==> config.mk <==
export PLATFORM = sky130hd
export DESIGN_NAME = fcte_fifo
export DESIGN_NICKNAME = d
export VERILOG_FILES = /design/src/sv/fcte_pkg.sv /design/src/sv/fcte_fifo.sv
export SDC_FILE = /design/constraint.sdc
export NUM_CORES = 1
export LEC_CHECK = 0
export BUFFER_PORTS_ARGS = -buffer_cell sky130_fd_sc_hd__buf_4
export CAP_MARGIN = 10
export CORE_MARGIN = 3
export CORE_UTILIZATION = 32
export CTS_CLUSTER_DIAMETER = 200
export CTS_CLUSTER_SIZE = 12
export DETAILED_ROUTE_END_ITERATION = 10
export HOLD_SLACK_MARGIN = 0.15
export PLACE_DENSITY = 0.55
export SLEW_MARGIN = 25
export SYNTH_ARGS = -nofsm -noshare
export SYNTH_HDL_FRONTEND = slang
export SYNTH_SLANG_ARGS = --single-unit
==> constraint.sdc <==
create_clock -name i_clk -period 23.7 [get_ports i_clk]
set_clock_uncertainty 0.2 [all_clocks]
set_input_delay 0 -clock i_clk [delete_from_list [all_inputs] [get_ports i_clk]]
set_output_delay 0 -clock i_clk [all_outputs]
set_load 0.02 [all_outputs]
==> src/sv/fcte_pkg.sv <==
// Package for the flow cache with timeout export block.
// Holds table sizing constants, protocol codes and the shared item types.
// No dependencies.
`timescale 1ns / 1ps
`default_nettype none

package fcte_pkg;

    localparam int ENTRIES = 32;
    localparam int IDX_W   = (ENTRIES > 1) ? $clog2(ENTRIES) : 1;
    localparam int CNT_W   = $clog2(ENTRIES + 1);

    // Command queue between the front and back parts; depth is a power of two.
    localparam int Q_DEPTH = 2;
    localparam int Q_PTR_W = (Q_DEPTH > 1) ? $clog2(Q_DEPTH) : 1;
    localparam int Q_CNT_W = $clog2(Q_DEPTH + 1);

    localparam logic [7:0] PROTO_ICMP = 8'd1;
    localparam logic [7:0] PROTO_TCP  = 8'd6;
    localparam logic [7:0] PROTO_UDP  = 8'd17;
    localparam int         FIN_BIT    = 0;

    localparam int         CFG_IDX_W  = 1;
    localparam logic [CFG_IDX_W-1:0] CFG_ACTIVE_TMO = 1'b0;
    localparam logic [CFG_IDX_W-1:0] CFG_UDP_TMO    = 1'b1;
    localparam logic [31:0] ACTIVE_TMO_RESET = 32'd60000;
    localparam logic [31:0] UDP_TMO_RESET    = 32'd10000;

    typedef struct packed {
        logic        flush;
        logic [31:0] src_ip;
        logic [31:0] dst_ip;
        logic [15:0] sport;
        logic [15:0] dport;
        logic [7:0]  protocol;
        logic [7:0]  tos;
        logic [7:0]  tflags;
        logic [15:0] byte_len;
        logic [31:0] time_ms;
    } t_cmd;

    typedef struct packed {
        logic [31:0] src_ip;
        logic [31:0] dst_ip;
        logic [15:0] sport;
        logic [15:0] dport;
        logic [7:0]  protocol;
        logic [7:0]  tos;
        logic [7:0]  tflags;
        logic [31:0] packets;
        logic [31:0] octets;
        logic [31:0] first_ms;
        logic [31:0] last_ms;
    } t_flow;

    typedef struct packed {
        logic [31:0] active_ms;
        logic [31:0] udp_ms;
    } t_timeouts;

endpackage

`default_nettype wire

==> src/sv/fcte_fifo.sv <==
// Short command queue between the front and back parts.
// Depends on fcte_pkg.
`timescale 1ns / 1ps
`default_nettype none

module fcte_fifo import fcte_pkg::*; (
    input  wire logic i_clk,
    input  wire logic i_rst_n,
    input  wire logic i_push,
    input  t_cmd      i_cmd,
    output logic      o_full,
    input  wire logic i_pop,
    output logic      o_empty,
    output t_cmd      o_cmd
);

    t_cmd               r_mem [Q_DEPTH];
    logic [Q_PTR_W-1:0] r_wr;
    logic [Q_PTR_W-1:0] r_rd;
    logic [Q_CNT_W-1:0] r_cnt;
    logic               do_push;
    logic               do_pop;

    assign o_full  = (r_cnt == Q_CNT_W'(Q_DEPTH));
    assign o_empty = (r_cnt == '0);
    assign do_push = i_push && !o_full;
    assign do_pop  = i_pop && !o_empty;
    assign o_cmd   = r_mem[r_rd];

    always_ff @(posedge i_clk) begin
        if (!i_rst_n) begin
            r_wr  <= '0;
            r_rd  <= '0;
            r_cnt <= '0;
        end else begin
            if (do_push) r_wr <= r_wr + 1'b1;
            if (do_pop)  r_rd <= r_rd + 1'b1;
            if (do_push && !do_pop)      r_cnt <= r_cnt + 1'b1;
            else if (do_pop && !do_push) r_cnt <= r_cnt - 1'b1;
        end
    end

    always_ff @(posedge i_clk) begin
        if (do_push) r_mem[r_wr] <= i_cmd;
    end

endmodule

`default_nettype wire

==> reports/qor.yml, run 1 <==
logic_synthesis:
  synth_top_area_cell: "edfxtp_1"
  synth_top_cells_by_area: "edfxtp_1 79%, mux2_4 13%, mux2_2 5.2%"
  synth_cell_type_count: 21
  syn_area_mm2: 0.0129
  syn_nets: 725
  syn_inst: 551
  yosysSeqAreaShare_pct: 79.6
  ys_seq_elements: 343
  synth.avg_cell_area_um2: 23.4
  yosysTopAreaCellShare_pct: 78.8
  synth_warnings: 0
placed_design:
  portBuffers: 343
  dp_hpwl_um: 18100
  gp_congestion: 0.708
floorplan:
  io_pins: 344
  fp-row-count: 72
  start_util_pct: 32.9
  dieHeight_um: 207
  die_w_um: 207
clock_tree:
  holdBufCountCts: 290
  cts.htree.levels: 2
  numCtsBuffers: 34
  cts_buffer_depth: 3
  postCtsSetupBuffers: 0
  post_cts_resized: 0
  clkSinkCount: 343
  clockRootBuffer: "clkbuf_16"
outcome:
  lastStage: "4_1_cts"
  firstError: "[ERROR RSZ-0060] Max buffer count reached."
  status: "stopped before the end"
==> synthesized netlist by cell type (all sizes together) <==
cell type,instances
edfxtp,338
mux2,169
buf,19
dfxtp,5
and2,3
a21boi,2
inv,2
nor2,2
o21ai,2
xnor2,2
and3,1
ha,1
nand2b,1
nor3,1
o21a,1
or3,1
xor2,1
==> per-stage QoR <==
stage / hold slack [ns] / worst slack [ns] / cell area (um2) / util (%) / std cells
detailed placement: -0.0125 / 20.99 / 16000 / 40.8 / 1400
floorplan: -0.101 / 15.68 / 12900 / - / 551
global placement: -0.0156 / 20.97 / 16000 / 40.8 / 1400
==> cells by family after synthesis <==
logic type      count (synthesis)  synth area share, %
simple gates                    9                0.427
buf+inv                        21                 1.48
mux                           169                 18.0
xor+xnor                        3                0.204
flops                         343                 79.6
fa+ha+maj                       1               0.0971
compound gates                  5                0.253
==> run 2, diff against run 1 <==
--- a/config.mk
+++ b/config.mk
@@ -8,12 +8,9 @@
 export BUFFER_PORTS_ARGS = -buffer_cell sky130_fd_sc_hd__buf_4
 export CAP_MARGIN = 10
 export CORE_MARGIN = 3
-export CORE_UTILIZATION = 32
-export CTS_CLUSTER_DIAMETER = 200
-export CTS_CLUSTER_SIZE = 12
+export CORE_UTILIZATION = 20
 export DETAILED_ROUTE_END_ITERATION = 10
-export HOLD_SLACK_MARGIN = 0.15
-export PLACE_DENSITY = 0.55
+export PLACE_DENSITY_LB_ADDON = 0.15
 export SLEW_MARGIN = 25
 export SYNTH_ARGS = -nofsm -noshare
 export SYNTH_HDL_FRONTEND = slang
==> run 2 against run 1 <==
The flow now finishes without violations. Area after synthesis is the same. Synthesized cell count is the same.
==> reports/qor.yml, run 2 <==
finish:
  largest_reg_flops: 338
  drive_gt1_share_pct: 44.8
  fin_nets: 1435
  largest_registers: "r_mem x338, r_cnt x2"
  final_common_cell: "buf_4"
  fillCellCount: 6227
  multi_input_area_mm2: 0.00245
  layout_common_cells: "351 x buf_4, 338 x edfxtp_1, 335 x dlygate4sd3_1"
  final_area_mm2: 0.0210
  seq_area_mm2: 0.0103
  regMostFlops: "r_mem"
  syn_to_final_growth_pct: 63.2
critical_path:
  crit_type: "flop to primary output"
  cp-end-kind: "primary output"
  reg2reg_from: "r_cnt[0]"
  critPathMaxFanout: 53
  reg2reg_to: "r_mem[0][145]"
  reg2regPathDepth: 5
  crit_path_start_kind: "flop"
  critPathRequiredTime_ns: 23.50
  rrSetupSlack_ns: 20.75
  arrival_ns: 3.33
routing:
  routed_via_density: 3.63
  firstDrtPassIters: 4
  route.antenna.remaining_nets: 0
  remaining_drc_errors: 0
  first_iter_violations: 252
  wire_per_inst_um: 15.6
  via_count: 7771
  wl_um: 33500
floorplan:
  core_mm2: 0.0634
  dieHeight_um: 260  # +26%
  io_pins: 344  # unchanged
  fp-row-count: 92  # +28%
  die_area_mm2: 0.0675
  start_util_pct: 20.3  # -13 points
  die_w_um: 260  # +26%
global_routing:
  grt_usage_pct: 9.58
  met1_usage_pct: 11.2
  grt_max_degree: 63
  grt_pass1_wl_um: 49400
  first_global_vias: 8471
  use_met3_pct: 3.59
  met2_usage_pct: 16.2
  antenna_found_initial: 3
  grt_overflow: 0
  busiest_layer: "met2"
logic_synthesis:
  synth_edf_count: 338  # unchanged
  yosysMostFrequentCell: "edfxtp_1"
  syn_nets: 725  # unchanged
  synth.avg_cell_area_um2: 23.4  # unchanged
  syn_area_mm2: 0.0129  # unchanged
  ys_seq_elements: 343  # unchanged
  syn_inst: 551  # unchanged
  synth_warnings: 0  # unchanged
  async_flop_share_pct: 0  # unchanged
  yosysTopAreaCellShare_pct: 78.8  # unchanged
  synth_top_area_cell: "edfxtp_1"
  yosysSeqAreaShare_pct: 79.6  # unchanged
  synth_ff_type: "edfxtp_1"
  synthTopCellsByCount: "338 x edfxtp_1, 110 x mux2_4, 59 x mux2_2"
  synth_cell_type_count: 21  # unchanged
  synth_top_cells_by_area: "edfxtp_1 79%, mux2_4 13%, mux2_2 5.2%"
run:
  drv_cap: 0
power:
  p_leak_nw: 7.98
  p_sw_mw: 0.592
  p_seq_share_pct: 39.1
  clkPwrFrac_pct: 29.1
  comb_power_share_pct: 31.8
  power_density_mw_per_mm2: 96.0
  irDropWorstVdd_uv: 61.5
  swShare_pct: 29.3
  intPower_mw: 1.43
clock_tree:
  clk_latency_ns: 0.54
  cts_tree: "built"
  post_cts_resized: 0  # unchanged
  cts.reportedPaths.clkPinSlew_ns: 0.06
  clockRootBuffer: "clkbuf_16"
  postCtsSetupBuffers: 0  # unchanged
  numCtsBuffers: 41  # +21%
  clkSinkCount: 343  # unchanged
  cts.htree.levels: 2  # unchanged
  cts_buffer_depth: 3  # unchanged
sta:
  fin_setup_tns_ns: 0
  finalHoldViolCount: 0
  fin_crit_ns: 3.53
  drv_slew: 0
  setup_violations: 0
  period_share_pct: 14.9
  rsz0062_at_grt: "no"
  max_slew_margin_pct: 33.0
  finalWorstSetupSlack_ns: 20.17
  clock.fmax_ghz: 0.283
  tightest_slew_ns: 1.00
placed_design:
  dp_hpwl_um: 21200  # +17%
  placed_area_mm2: 0.0164  # +2.5%
  gp_congestion: 0.701  # -1.1%
  portBuffers: 343  # unchanged
  dp_slack_ns: 20.64  # -0.358 ns
worst_hold_path:
  min_to: "r_mem[1][36]"
  min_from: "i_cmd[36]"
  worst_hold_path_type: "primary input to flop"
  whs_path_depth: 2
outcome:
  status: "complete, no violations"
==> run 2: cell counts after synthesis <==
Identical to the previous run, type by type.
==> run 2: cell type report <==
cell class,instances,share of cell area (%)
repair buffers,686,28.5
diodes,3,0.0357
clock buffers,55,5.43
well taps,846,5.03
inverters,2,0.0357
flip-flops and latches,343,48.8
multi-input cells,187,11.7
clock inverters,20,0.559
==> run 2: cell families after synthesis <==
family,share of synthesized area [%]
and+or+nand+nor,0.427
buffers and inverters,1.48
adders and majority gates,0.0971
AOI/OAI and AO/OA,0.253
xor gates and xnor gates,0.204
DFF,79.6
muxes,18.0
==> run 2: critical path, stage by stage, from the launching register on <==
cell	delay, ns
dfxtp_4	0.63
buf_4	0.65
buf_4	0.85
mux2_4	0.36
buf_4	0.16
==> run 2: per-layer routing <==
metal / routed length (um) / vias to the layer above
met1: 13500 / 3877
met5: 0 / -
met4: 904 / 0
met3: 2580 / 55
li1: - / 3634
met2: 16500 / 205
==> run 2: timing repair <==
action,CTS,global route
endpoints found under the hold margin,343,2
hold buffers,334,1
endpoints found under the setup margin,0,0
==> run 2: power groups by stage <==
stage	clock (mW)	sequential (mW)	combinational [mW]
floorplan	0	0.807	0.386
global placement	0	0.803	0.614
detailed placement	0	0.804	0.614
CTS	0.617	0.792	0.662
global route	0.638	0.798	0.687
finish	0.587	0.790	0.642
==> run 2: through the flow <==
step	power, mW	instances	hold WS (ns)	util, %
after floorplan	1.19	551	-0.101	-
after global placement	1.42	1729	-0.0142	25.9
after detailed placement	1.42	1729	-0.0123	25.9
after CTS	2.07	2138	0.000494	33.1
after global routing	2.12	2141	0.00905	33.1
final	2.02	2142	0.0325	33.2
==> run 2: how the worst max path moves through the flow <==
stage / from / end / cells past startpoint
after detailed placement: flop / o_cmd[160] / 4
after global routing: flop / o_cmd[160] / 4
final: flop / o_cmd[63] / 4
after CTS: flop / o_cmd[160] / 4
after global placement: r_cnt[0] / r_mem[0][25] / 5
after floorplan: r_cnt[0] / r_mem[0][0] / 3
Note: power is estimated with default switching activity, not from simulation.
==> run 3, diff against run 2 <==
==> constraint.sdc (replaced) <==
create_clock -name i_clk -period 3.45 [get_ports i_clk]
set_clock_uncertainty 0.2 [all_clocks]
set_input_delay 0 -clock i_clk [delete_from_list [all_inputs] [get_ports i_clk]]
set_output_delay 0 -clock i_clk [all_outputs]
set_load 0.02 [all_outputs]
==> run 3 against run 2 <==
Highest routed layer is now met5. Largest cell class unchanged. Count of clock-buffer cells in the layout unchanged. Core utilization up 0.15 points. Setup slack lost 19 ns. Largest power group unchanged.
==> reports/qor.yml, run 3 (synthesis results as in run 2) <==
critical_path:
  crit_path_start_kind: "flop"
  slowest_delay_ns: 0.58  # -0.27 ns
  critPathRequiredTime_ns: 3.25  # -20.25 ns
  path_delay_family: "flip-flops"
  crit_slowest_cell: "dfxtp_4"
  cp-end-kind: "primary output"
  path_cells: "buf_12 > mux2_4 > buf_4"
  reg2reg_from: "r_cnt[0]"
  reg2regPathDepth: 4  # -1
  path_buf_inv: 2  # -1
  critPathMaxFanout: 65  # +23%
  reg2reg_to: "r_mem[0][64]"
  crit_type: "flop to primary output"
  arrival_ns: 2.20  # -1.13 ns
  rrSetupSlack_ns: 1.42  # -19.33 ns
  cp.depth: 3  # -1
clock_tree:
  cts.htree.levels: 2  # unchanged
  post_cts_resized: 0  # unchanged
  clockRootBuffer: "clkbuf_16"
  cts.reportedPaths.clkPinSlew_ns: 0.06  # about the same
  cts_buffer_depth: 3  # unchanged
  clkSinkCount: 343  # unchanged
  postCtsSetupBuffers: 0  # unchanged
  numCtsBuffers: 42  # +2.4%
  clk_latency_ns: 0.54  # about the same
  cts_tree: "built"
placed_design:
  portBuffers: 343  # unchanged
  dp.cells: 1730  # +0.058%
  dp_hpwl_um: 20800  # -2.3%
  gp_congestion: 0.645  # -8.0%
  placed_area_mm2: 0.0165  # +0.57%
worst_hold_path:
  min_from: "i_cmd[5]"
  whs_path_depth: 2  # unchanged
  min_to: "r_mem[0][5]"
  worst_hold_path_type: "primary input to flop"
floorplan:
  die_w_um: 260  # unchanged
  dieHeight_um: 260  # unchanged
  io_pins: 344  # unchanged
  start_util_pct: 20.3  # unchanged
  fp-row-count: 92  # unchanged
  core_mm2: 0.0634  # unchanged
  die_area_mm2: 0.0675  # unchanged
finish:
  drive_gt1_share_pct: 45.2  # +0.41 points
  multi_input_area_mm2: 0.00246  # +0.31%
  fin_nets: 1433  # -0.14%
  largest_registers: "r_mem x338, r_cnt x2"
  layout_common_cells: "346 x buf_4, 338 x edfxtp_1, 331 x dlygate4sd3_1"
  finalCoreUtilization_pct: 33.3  # +0.15 points
  stdcell_count: 2137  # -0.23%
  seq_area_mm2: 0.0103  # about the same
  final_common_cell: "buf_4"
  largest_reg_flops: 338  # unchanged
  syn_to_final_growth_pct: 64.0
  final_area_mm2: 0.0211  # +0.45%
  regMostFlops: "r_mem"
  fillCellCount: 6276  # +0.79%
run:
  drv_cap: 0  # unchanged
sta:
  max_slew_margin_pct: 60.1  # +27 points
  drv_slew: 0  # unchanged
  finalHoldViolCount: 0  # unchanged
  rsz0062_at_grt: "no"
  setup_violations: 0  # unchanged
  clock.fmax_ghz: 0.416
  tightest_slew_ns: 0.598  # -0.407 ns
  hold_ws_ns: 0.0244  # -0.00806 ns
  fin_crit_ns: 2.40
  period_share_pct: 69.7
global_routing:
  grt_max_degree: 88  # +40%
  grt_pass1_wl_um: 48800  # -1.1%
  first_global_vias: 8259  # -2.5%
  grt_usage_pct: 9.47  # -0.11 points
  grt_overflow: 0  # unchanged
  antenna_found_initial: 6  # +3
routing:
  remaining_drc_errors: 0  # unchanged
  via_count: 7686  # -1.1%
  first_iter_violations: 237  # -6.0%
  wl_um: 33300  # -0.56%
  route.antenna.remaining_nets: 0  # unchanged
  routed_via_density: 3.60  # -0.86%
  firstDrtPassIters: 4  # unchanged
  wire_per_inst_um: 15.6  # -0.33%
power:
  p_total_mw: 14.1  # +600%
  p_leak_nw: 8.00  # +0.25%
  power_density_mw_per_mm2: 666  # +590%
  irDropWorstVdd_uv: 334  # +440%
outcome:
  status: "complete, no violations"
[run 3: cell types whose count changed in the layout (fill, tap and decap cells not counted), sizes merged]
| cell | delta |
|---|---|
| clkinvlp | +1 |
| inv | -1 |
| bufinv | +1 |
| dlygate4sd3 | -4 |
| buf | +1 |
| clkinv | -3 |
[run 3: metal layers]
layer	up-vias	routed length [um]	track usage [%]
li1	3622	-	-
met1	3773	14700	12.3
met2	220	15300	15.1
met3	65	2390	2.94
met4	6	875	3.10
met5	-	41	0
[run 3: worst max-delay path by stage]
stage                         from       endpoint  slack, ns
after global routing          flop     o_cmd[168]       0.91
after global placement    r_cnt[0]  r_mem[0][119]       1.43
after detailed placement  r_cnt[0]  r_mem[0][117]       1.42
after CTS                     flop      o_cmd[18]       0.91
after floorplan           r_cnt[0]    r_mem[0][0]      -1.79
final                         flop      o_cmd[57]       1.05
[run 3: final cells by class]
| cell class | count | share of cell area (%) |
|---|---|---|
| tap | 846 | 5.01 |
| clock buffer | 55 | 5.51 |
| clock inverter | 18 | 0.646 |
| inverter | 2 | 0.0474 |
| timing repair buffer | 683 | 28.6 |
| sequential | 343 | 48.5 |
| antenna | 3 | 0.0355 |
| multi-input combinational | 187 | 11.7 |
[run 3: worst reg2reg max path: stages, from the launching register on]
cell	delay, ns
dfxtp_2	0.37
nand2b_4	0.16
inv_4	0.04
nor3_4	0.31
buf_12	0.43
[run 3: timing repair]
action	4_1_cts	5_1_grt
endpoints found under the hold margin	414	0
hold buffers	331	0
endpoints found under the setup margin	0	0
[run 3: report_power, final]
| group | total [mW] | leakage [nW] | internal (mW) | switching (mW) |
|---|---|---|---|---|
| Clock | 4.16 | 0.635 | 2.51 | 1.66 |
| Combinational | 4.50 | 4.16 | 2.21 | 2.29 |
| Sequential | 5.40 | 3.20 | 5.24 | 0.162 |
| Total | 14.1 | 8.00 | 9.95 | 4.11 |
[run 3: per-stage QoR]
step	TNS (ns)	worst slack, ns
2_1_floorplan	-305.04	-1.79
3_3_place_gp	0	1.43
3_5_place_dp	0	1.42
4_1_cts	0	0.911
5_1_grt	0	0.911
6_report	0	1.05
