==> config.mk <==
export PLATFORM = sky130hd
export DESIGN_NAME = fcte_front
export DESIGN_NICKNAME = d
export VERILOG_FILES = /design/src/sv/fcte_pkg.sv /design/src/sv/fcte_front.sv
export SDC_FILE = /design/constraint.sdc
export NUM_CORES = 1
export LEC_CHECK = 0
export ABC_AREA = 1
export BUFFER_PORTS_ARGS = -buffer_cell sky130_fd_sc_hd__buf_2
export CELL_PAD_IN_SITES_DETAIL_PLACEMENT = 1
export CELL_PAD_IN_SITES_GLOBAL_PLACEMENT = 1
export CORE_AREA = 2 2 131 133
export DETAILED_ROUTE_END_ITERATION = 8
export DIE_AREA = 0 0 133 135
export PLACE_DENSITY_LB_ADDON = 0.1
export SLEW_MARGIN = 5
export SYNTH_ARGS = -nofsm -noshare
export SYNTH_HDL_FRONTEND = slang
export SYNTH_SLANG_ARGS = --single-unit
==> constraint.sdc <==
create_clock -name vclk -period 1
set_clock_uncertainty 0.2 [all_clocks]
set_input_delay 0.1 -clock vclk [all_inputs]
set_output_delay 0.1 -clock vclk [all_outputs]
set_load 0.02 [all_outputs]
==> src/sv/fcte_pkg.sv <==
// Package for the flow cache with timeout export block.
// Holds table sizing constants, protocol codes and the shared item types.
// No dependencies.
`timescale 1ns / 1ps
`default_nettype none

package fcte_pkg;

    localparam int ENTRIES = 32;
    localparam int IDX_W   = (ENTRIES > 1) ? $clog2(ENTRIES) : 1;
    localparam int CNT_W   = $clog2(ENTRIES + 1);

    // Command queue between the front and back parts; depth is a power of two.
    localparam int Q_DEPTH = 2;
    localparam int Q_PTR_W = (Q_DEPTH > 1) ? $clog2(Q_DEPTH) : 1;
    localparam int Q_CNT_W = $clog2(Q_DEPTH + 1);

    localparam logic [7:0] PROTO_ICMP = 8'd1;
    localparam logic [7:0] PROTO_TCP  = 8'd6;
    localparam logic [7:0] PROTO_UDP  = 8'd17;
    localparam int         FIN_BIT    = 0;

    localparam int         CFG_IDX_W  = 1;
    localparam logic [CFG_IDX_W-1:0] CFG_ACTIVE_TMO = 1'b0;
    localparam logic [CFG_IDX_W-1:0] CFG_UDP_TMO    = 1'b1;
    localparam logic [31:0] ACTIVE_TMO_RESET = 32'd60000;
    localparam logic [31:0] UDP_TMO_RESET    = 32'd10000;

    typedef struct packed {
        logic        flush;
        logic [31:0] src_ip;
        logic [31:0] dst_ip;
        logic [15:0] sport;
        logic [15:0] dport;
        logic [7:0]  protocol;
        logic [7:0]  tos;
        logic [7:0]  tflags;
        logic [15:0] byte_len;
        logic [31:0] time_ms;
    } t_cmd;

    typedef struct packed {
        logic [31:0] src_ip;
        logic [31:0] dst_ip;
        logic [15:0] sport;
        logic [15:0] dport;
        logic [7:0]  protocol;
        logic [7:0]  tos;
        logic [7:0]  tflags;
        logic [31:0] packets;
        logic [31:0] octets;
        logic [31:0] first_ms;
        logic [31:0] last_ms;
    } t_flow;

    typedef struct packed {
        logic [31:0] active_ms;
        logic [31:0] udp_ms;
    } t_timeouts;

endpackage

`default_nettype wire

==> src/sv/fcte_front.sv <==
// Front part: accepts input items, drops unsupported protocols and
// normalizes ports and flags. Depends on fcte_pkg.
`timescale 1ns / 1ps
`default_nettype none

module fcte_front import fcte_pkg::*; (
    input  wire logic        i_in_valid,
    output logic             o_in_ready,
    input  wire logic        i_func,
    input  wire logic [31:0] i_src_ip,
    input  wire logic [31:0] i_dst_ip,
    input  wire logic [15:0] i_sport,
    input  wire logic [15:0] i_dport,
    input  wire logic [7:0]  i_protocol,
    input  wire logic [7:0]  i_tos,
    input  wire logic [7:0]  i_tflags,
    input  wire logic [15:0] i_byte_len,
    input  wire logic [31:0] i_time_ms,
    input  wire logic        i_full,
    output logic             o_push,
    output t_cmd             o_cmd
);

    logic is_icmp;
    logic is_tcp;
    logic keep;

    assign is_icmp    = (i_protocol == PROTO_ICMP);
    assign is_tcp     = (i_protocol == PROTO_TCP);
    assign keep       = i_func || is_icmp || is_tcp || (i_protocol == PROTO_UDP);
    assign o_in_ready = !i_full;
    // Items of other protocols are taken and dropped here.
    assign o_push     = i_in_valid && !i_full && keep;

    always_comb begin
        o_cmd.flush    = i_func;
        o_cmd.src_ip   = i_src_ip;
        o_cmd.dst_ip   = i_dst_ip;
        o_cmd.sport    = is_icmp ? 16'd0 : i_sport;
        o_cmd.dport    = is_icmp ? 16'd0 : i_dport;
        o_cmd.protocol = i_protocol;
        o_cmd.tos      = i_tos;
        o_cmd.tflags   = is_tcp ? i_tflags : 8'd0;
        o_cmd.byte_len = i_byte_len;
        o_cmd.time_ms  = i_time_ms;
    end

endmodule

`default_nettype wire

==> results of run 1 <==
==> power by group through the flow <==
stage	sequential [uW]	combinational [uW]	clock (uW)
2_1_floorplan	0	983	0
3_5_place_dp	0	464	0
4_1_cts	0	560	0
6_report	0	609	0
3_3_place_gp	0	468	0
5_1_grt	0	656	0
==> how the worst min path moves through the flow <==
| stage | end | from | slack [ns] |
|---|---|---|---|
| 5_1_grt | o_cmd[135] | i_dst_ip[31] | 0.00003 |
| 4_1_cts | o_cmd[108] | i_dst_ip[4] | 0.0001 |
| 3_3_place_gp | o_cmd[108] | i_dst_ip[4] | 0.0001 |
| 6_report | o_cmd[124] | i_dst_ip[20] | 0.000007 |
| 3_5_place_dp | o_cmd[108] | i_dst_ip[4] | 0.0001 |
| 2_1_floorplan | o_in_ready | i_full | 0.08 |
==> routing by layer <==
metal / vias to the layer above / wire [um]
li1: 501 / -
met1: 476 / 1260
met2: 113 / 1967
met3: 36 / 639
met4: 0 / 204
met5: - / 0
==> cells by family after synthesis <==
kind of cell / after synthesis
buffers and inverters: 183
AND/OR/NAND/NOR: 59
==> metrics by stage <==
| stage | total power, uW | utilization |
|---|---|---|
| 3_5_place_dp | 463.9 | 0.08541 |
| 3_3_place_gp | 467.8 | 0.08541 |
| 6_report | 609.1 | 0.1177 |
| 4_1_cts | 560.0 | 0.1070 |
| 5_1_grt | 655.6 | 0.1177 |
| 2_1_floorplan | 982.6 | - |
==> timing repair <==
action                     4_1_cts  5_1_grt
resized for setup               90       40
pin swaps                        0        6
setup endpoints to repair       41       41
cloned                           2        2
setup buffers                    0        0
==> layout make-up <==
type                            count  area, um2
Tap cell                          220      275.3
Multi-Input combinational cell     59      439.2
Timing Repair Buffer              110      994.7
Fill cell                        1988      14480
Inverter                           51      221.5
==> layout by cell type, fill, tap and decap left out <==
cell type	instances
nor2_1	2
inv_8	1
nand2_4	3
buf_2	54
inv_2	3
buf_8	3
nor2_2	29
buf_6	45
nor2_4	15
clkinv_8	1
buf_12	3
buf_16	2
nand2_1	6
buf_4	1
nand2_2	4
inv_4	2
inv_1	43
clkbuf_16	2
inv_6	1
==> worst max-delay path, stage by stage <==
cell and delay (ns):
buf_8 0.10, inv_4 0.05, nand2_4 0.05, nor2_4 0.14, nand2_4 0.10, buf_6 0.13
nand2_2 0.05, nor2_2 0.04, nor2_2 0.12, buf_6 0.12
==> results.md, run 1 <==
* Max Slew Vio Count at 0
* Die ar. at 0.01796 mm2
* Share of the synthesized area in the top cell type at 0.6807
* Sequential Area at 0 um2
* P_int at 306.1 uW
* Critical Path Fanout Max at 3
* Placer Congestion at 0.6059
* Worst setup path end: o_push
* Yosys top cell by area: buf_4
* Die X at 133 um
* Worst hold path class: input pin to output port
* Met2 global-route usage at 0.06102
* Post-route DRC at 0
* Boundary pin count at 342
* Max-cap viol count at 0
* Adder-Cell Fraction of Synth Area at 0
* Pwr dens at 315.5 mW/mm2
* Largest net degree at the start of global routing at 15
* CORE AREA at 0.01641 mm2
* Unrepaired setup endpoints after global routing: true
* DP Area at 0.001401 mm2
* First-pass GRT wire length at 5.727 mm
* Nets at 393
* Failing checks: negative setup slack
* Mapped Nets at 413
* Post-synthesis cell type count at 8
* Switch share at 0.4975
* Final Routed Wirelength at 4.071 mm
* Simple-Gate Fraction of Synth Area at 0.1609
* Final period util at 1.292
* Syn-to-layout area delta at 35.71%
* Top cells by area, synth: buf_4 (68%), inv_1 (13%), nor2_1 (12%)
* Post-route setup TNS at -9.982 ns
* M1 GR Usage at 0.03794
* Multiplexer share of the synthesized area at 0
* Site row count at 47
* Die Height at 135 um
* Worst Tran Pin Value at 0.1277 ns
* Worst Setup SP: i_protocol[4]
* Crit. End Element: output port
* Combinational family with the most area after synthesis: buffers and inverters
* Clk pwr share at 0
* Hold violation count in the final report at 0
* Crit path time final at 1.292 ns
* Worst Hold Slack at 0.000007230 ns
* Arrival @ worst endpoint at 0.99 ns
* Initial antenna violation count at 0
* Fmax at 774.2 MHz
* Placement Setup Slack at -0.3995 ns
* # clk buffers at 0
* Leakage power at 0.001006 uW
* Post-synth design cell area at 0.001423 mm2
* Most frequent cell after synthesis: buf_4
* Share of layout cells above drive strength 1 at 0.7682
* DRT antenna net count at 0
* Total GRT Usage at 0.03794
* Synth warn at 0
* Initial Utilization at 0.08671
* PortBufs at 102
* Slew Limit Headroom at 0.9147
* DRT iter0 DRCs at 6
* Non-filler cells, final at 440
* Comb pwr share at 1.000
* Vias at 1126
* Vias/cell at 2.559
* # setup viols final at 41
* N_diodes at 0
* Global routing's busiest layer: met2
* VDD IR max at 68.71 uV
* Synth top cells by count: buf_4 (129), inv_1 (50), nor2_1 (44)
* Synth Area in Compound Gates at 0
* Register area share after synthesis at 0
* Critical path class: input pin to output port
* Wire length per cell at 9.252 um
* Worst setup margin at -0.2916 ns
* Hold Path Stages at 0
* Startpoint Class: input pin
* Placed Instances at 436
* Grt ovf at 0
* Run status: complete, but fails checks
* Post-Synth XOR/XNOR Area at 0
* Final Instance Area at 0.001931 mm2
* CP Data Required Time at 0.70 ns
* DPL Wire Length at 3.246 mm
* Mean Syn Cell Area at 5.879 um2
* Sequential share of power at 0
* GRT met3 Usage at 0.02252
* Vias in the first global route at 1105
* Sequential cell count at 0
* Hold_buf cts at 0
* Switch Pwr at 303.0 uW
* Cells after Synth at 242
* Pre-antenna DRT Iters at 2
Power figures use the tool's default switching activity.
==> inputs of run 2 (changes only) <==
Settings changed: CELL_PAD_IN_SITES_DETAIL_PLACEMENT 1 to 0.
==> run 2 against run 1 <==
Against the previous run: the run still ends with negative setup slack left; sequential share of layout area unchanged; global-route usage increased by 0.13 points; non-clock buffer count increased by 5; critical path depth unchanged; largest cell class unchanged.
==> results.md, run 2 (synthesis gave the netlist of run 1 again) <==
* Worst Tran Pin Value at 0.1429 ns (+0.01521 ns)
* Hold_buf cts at 0 (unchanged)
* Final period util at 1.304 (+0.01257)
* Largest net degree at the start of global routing at 10 (-5)
* Crit. End Element: output port
* Syn-to-layout area delta at 41.34%
* Site row count at 47 (unchanged)
* Sequential Area at 0 um2 (unchanged)
* Share of layout cells above drive strength 1 at 0.7911 (+0.02293)
* Vias/cell at 2.501 (-2.3%)
* Comb pwr share at 1.000 (about the same)
* Hold violation count in the final report at 0 (unchanged)
* Switch share at 0.4935 (-0.003978)
* Grt ovf at 0 (unchanged)
* # clk buffers at 0 (unchanged)
* Worst setup margin at -0.3042 ns (-0.01257 ns)
* Most frequent cells in the layout: buf_2 (56), buf_6 (47), inv_1 (43)
* DRT iter0 DRCs at 3 (-3)
* Total GRT Usage at 0.03929 (+0.001349)
* Filler instances at 1898 (-4.5%)
* Placed Instances at 436 (unchanged)
* Die ar. at 0.01796 mm2 (unchanged)
* Pre-antenna DRT Iters at 2 (unchanged)
* Initial antenna violation count at 0 (unchanged)
* Nets at 398 (+1.3%)
* DP Area at 0.001401 mm2 (unchanged)
* Die X at 133 um (unchanged)
* Final Routed Wirelength at 3.969 mm (-2.5%)
* Wire length per cell at 8.919 um (-3.6%)
* Critical path class: input pin to output port
* Most common cell after layout, fill and taps aside: buf_2
* Non-filler cells, final at 445 (+1.1%)
* Sequential cell count at 0 (unchanged)
* Failing checks: negative setup slack
* Slew Limit Headroom at 0.9047 (-0.009939)
* Sequential share of power at 0 (unchanged)
* Pwr dens at 318.3 mW/mm2 (+0.90%)
* Buf/Inv on CP at 6 (+2)
* Critical Path Fanout Max at 5 (+2)
* Initial Utilization at 0.08671 (unchanged)
* # setup viols final at 41 (unchanged)
* Unrepaired setup endpoints after global routing: true
* Die Height at 135 um (unchanged)
* PortBufs at 102 (unchanged)
* P_int at 324.2 uW (+5.9%)
* Leakage power at 0.001049 uW (+4.2%)
* VDD IR max at 81.69 uV (+19%)
* DRT antenna net count at 0 (unchanged)
* Worst hold path class: input pin to output port
* CORE AREA at 0.01641 mm2 (unchanged)
* DPL Wire Length at 3.104 mm (-4.4%)
* Boundary pin count at 342 (unchanged)
* First-pass GRT wire length at 5.851 mm (+2.2%)
* Placement Setup Slack at -0.3990 ns (+0.0005070 ns)
* Fmax at 766.8 MHz (-0.96%)
* Post-route DRC at 0 (unchanged)
* Critical-path cell list: buf_8 -> inv_4 -> nand2_4 -> nor2_4 -> nand2_4 -> inv_8 -> buf_12 -> buf_16 -> nor2_4 -> buf_6
* CP peak stage delay at 0.13 ns (about the same)
* CP Data Required Time at 0.70 ns (about the same)
* Vias at 1113 (-1.2%)
* Delay-heaviest family, CP: buffers and inverters
* Max-cap viol count at 0 (unchanged)
* Clk pwr share at 0 (unchanged)
* Vias in the first global route at 1184 (+7.1%)
* Run status: complete, but fails checks
* Placer Congestion at 0.6059 (unchanged)
* N_diodes at 0 (unchanged)
* Final Instance Area at 0.002011 mm2 (+4.1%)
* Arrival @ worst endpoint at 1.00 ns (about the same)
* Startpoint Class: input pin
* Critical-path top delay cell: nor2_4
* Max Slew Vio Count at 0 (unchanged)
* Crit path time final at 1.304 ns (+0.01257 ns)
* Switch Pwr at 315.9 uW (+4.2%)
run 2: metal layers:
layer | share of wire | wire, um | GRT usage | up-vias
li1 | - | - | - | 511
met4 | 0.051 | 204 | 0.02270 | 0
met1 | 0.30 | 1198 | 0.03546 | 453
met5 | 0 | 0 | 0 | -
met2 | 0.49 | 1948 | 0.07139 | 113
met3 | 0.16 | 618 | 0.01952 | 36
run 2: layout make-up:
cell class / instances / area [um2] / area share
inverters: 51 / 216.5 / 0.1077
multi-input cells: 59 / 534.3 / 0.2657
well taps: 220 / 275.3 / 0.1369
repair buffers: 115 / 984.7 / 0.4897
run 2: worst paths after layout:
check | startpoint | end | slack, ns | cells after the start
setup / recovery | i_protocol[7] | o_cmd[82] | -0.30 | 10
hold / removal | i_dst_ip[20] | o_cmd[124] | 0.000007 | 0
run 2: power groups by stage:
stage	logic, uW	clock network (uW)	registers (uW)
after floorplan	983	0	0
after global placement	468	0	0
after detailed placement	460	0	0
after CTS	622	0	0
after global routing	685	0	0
final	640	0	0
run 2: stage by stage:
stage	util	TNS [ns]	power, uW	hold slack, ns
6_report	0.1226	-10.78	640.1	0.000007230
5_1_grt	0.1226	-12.94	685.2	0.00002924
4_1_cts	0.1184	-12.52	621.6	0.0001367
3_5_place_dp	0.08541	-14.31	460.1	0.0001367
3_3_place_gp	0.08541	-13.99	467.8	0.0001367
2_1_floorplan	-	-0.4011	982.6	0.08411
run 2: repair_timing:
action,CTS,global route
pin swaps,8,11
endpoints found under the setup margin,41,41
gates cloned,3,0
buffers inserted,9,1
gates resized for setup,114,33
==> inputs of run 3 (changes only) <==
==> constraint.sdc (replaced) <==
create_clock -name vclk -period 1
set_clock_uncertainty 0.2 [all_clocks]
set_input_delay 0.05 -clock vclk [all_inputs]
set_output_delay 0.05 -clock vclk [all_outputs]
set_load 0.02 [all_outputs]
==> run 3 against run 2 <==
Against the previous run: the flow now stops in clock tree synthesis (4_1_cts); synthesized area unchanged; synthesized cell count did not move.
==> results.md, run 3 <==
* Initial Utilization at 0.08671 (unchanged)
* Die Height at 135 um (unchanged)
* Mapped Nets at 413 (unchanged)
* DPL Wire Length at 3.103 mm (about the same)
* Site row count at 47 (unchanged)
* Cells after Synth at 242 (unchanged)
* Placed Instances at 437 (+0.23%)
* Setup Buffers After CTS at 6 (-3)
* Tool error: [ERROR RSZ-0060] Max buffer count reached.
* Hold_buf cts at 101 (+101)
* Failed at: clock tree synthesis (4_1_cts)
* Post-synthesis cell type count at 8 (unchanged)
* Most frequent cell after synthesis: buf_4
* Register area share after synthesis at 0 (unchanged)
* Run status: aborted with a tool error
* Die X at 133 um (unchanged)
* Synth warn at 0 (unchanged)
* Mean Syn Cell Area at 5.879 um2 (unchanged)
* PortBufs at 102 (unchanged)
* Yosys top cell by area: buf_4
* Placer Congestion at 0.6152 (+1.5%)
* Post-CTS sizing at 109 (-4.4%)
* Synth top cells by count: buf_4 (129), inv_1 (50), nor2_1 (44)
* Boundary pin count at 342 (unchanged)
* Post-synth design cell area at 0.001423 mm2 (unchanged)
* Share of the synthesized area in the top cell type at 0.6807 (unchanged)
* Top cells by area, synth: buf_4 (68%), inv_1 (13%), nor2_1 (12%)
## run 3: cell counts after synthesis
Identical to the previous run, type by type.
## run 3: through the flow
step,TNS [ns],worst slack [ns],utilization,instance area [um2]
floorplan,-0.1432,-0.005305,-,1430
global placement,-10.82,-0.2970,0.07855,1289
detailed placement,-11.53,-0.3168,0.07855,1289
## run 3: cells by family after synthesis
| group | Yosys count | share of synthesized area |
|---|---|---|
| buffers and inverters | 183 | 0.8390 |
| AND/OR/NAND/NOR | 59 | 0.1610 |
==> inputs of run 4 (changes only) <==
Settings changed: CELL_PAD_IN_SITES_DETAIL_PLACEMENT 0 to default, CELL_PAD_IN_SITES_GLOBAL_PLACEMENT 1 to default, CORE_AREA 2 2 131 133 to 2 2 133 135, DIE_AREA 0 0 133 135 to 0 0 135 137, PLACE_DENSITY_LB_ADDON 0.1 to 0.15.
==> run 4 against run 3 <==
Against the previous run: the run again fails in clock tree synthesis (4_1_cts); synthesized cell count unchanged; synthesized area unchanged.
==> results.md, run 4 <==
* Most frequent cell after synthesis: buf_4
* Cells after Synth at 242 (unchanged)
* DP Area at 0.001297 mm2 (+0.68%)
* Synth top cells by count: buf_4 (129), inv_1 (50), nor2_1 (44)
* Die Height at 137 um (+1.5%)
* Mean Syn Cell Area at 5.879 um2 (unchanged)
* Tool error: [ERROR RSZ-0060] Max buffer count reached.
* Site row count at 48 (+2.1%)
* Mapped Nets at 413 (unchanged)
* Setup Buffers After CTS at 4 (-2)
* Boundary pin count at 342 (unchanged)
* Synth warn at 0 (unchanged)
* Die X at 135 um (+1.5%)
* Placer Congestion at 0.6125 (-0.44%)
* Initial Utilization at 0.08341 (-0.003301)
* Yosys top cell by area: buf_4
* Post-CTS sizing at 97 (-11%)
* Failed at: clock tree synthesis (4_1_cts)
* Hold_buf cts at 101 (unchanged)
* Post-synthesis cell type count at 8 (unchanged)
* PortBufs at 102 (unchanged)
* Share of the synthesized area in the top cell type at 0.6807 (unchanged)
* Top cells by area, synth: buf_4 (68%), inv_1 (13%), nor2_1 (12%)
* Register area share after synthesis at 0 (unchanged)
* Placement Setup Slack at -0.3625 ns (-0.04571 ns)
* Run status: aborted with a tool error
* DPL Wire Length at 2.954 mm (-4.8%)
* Post-synth design cell area at 0.001423 mm2 (unchanged)
## run 4: cell counts after synthesis
No cell type changed its count.
## run 4: logic make-up after synthesis
| group | count (synthesis) | synth area share |
|---|---|---|
| and+or+nand+nor | 59 | 0.1610 |
| buffers and inverters | 183 | 0.8390 |
## run 4: stage by stage
step / utilization / std cells
after global placement: 0.07607 / 444
after detailed placement: 0.07607 / 444
after floorplan: - / 242
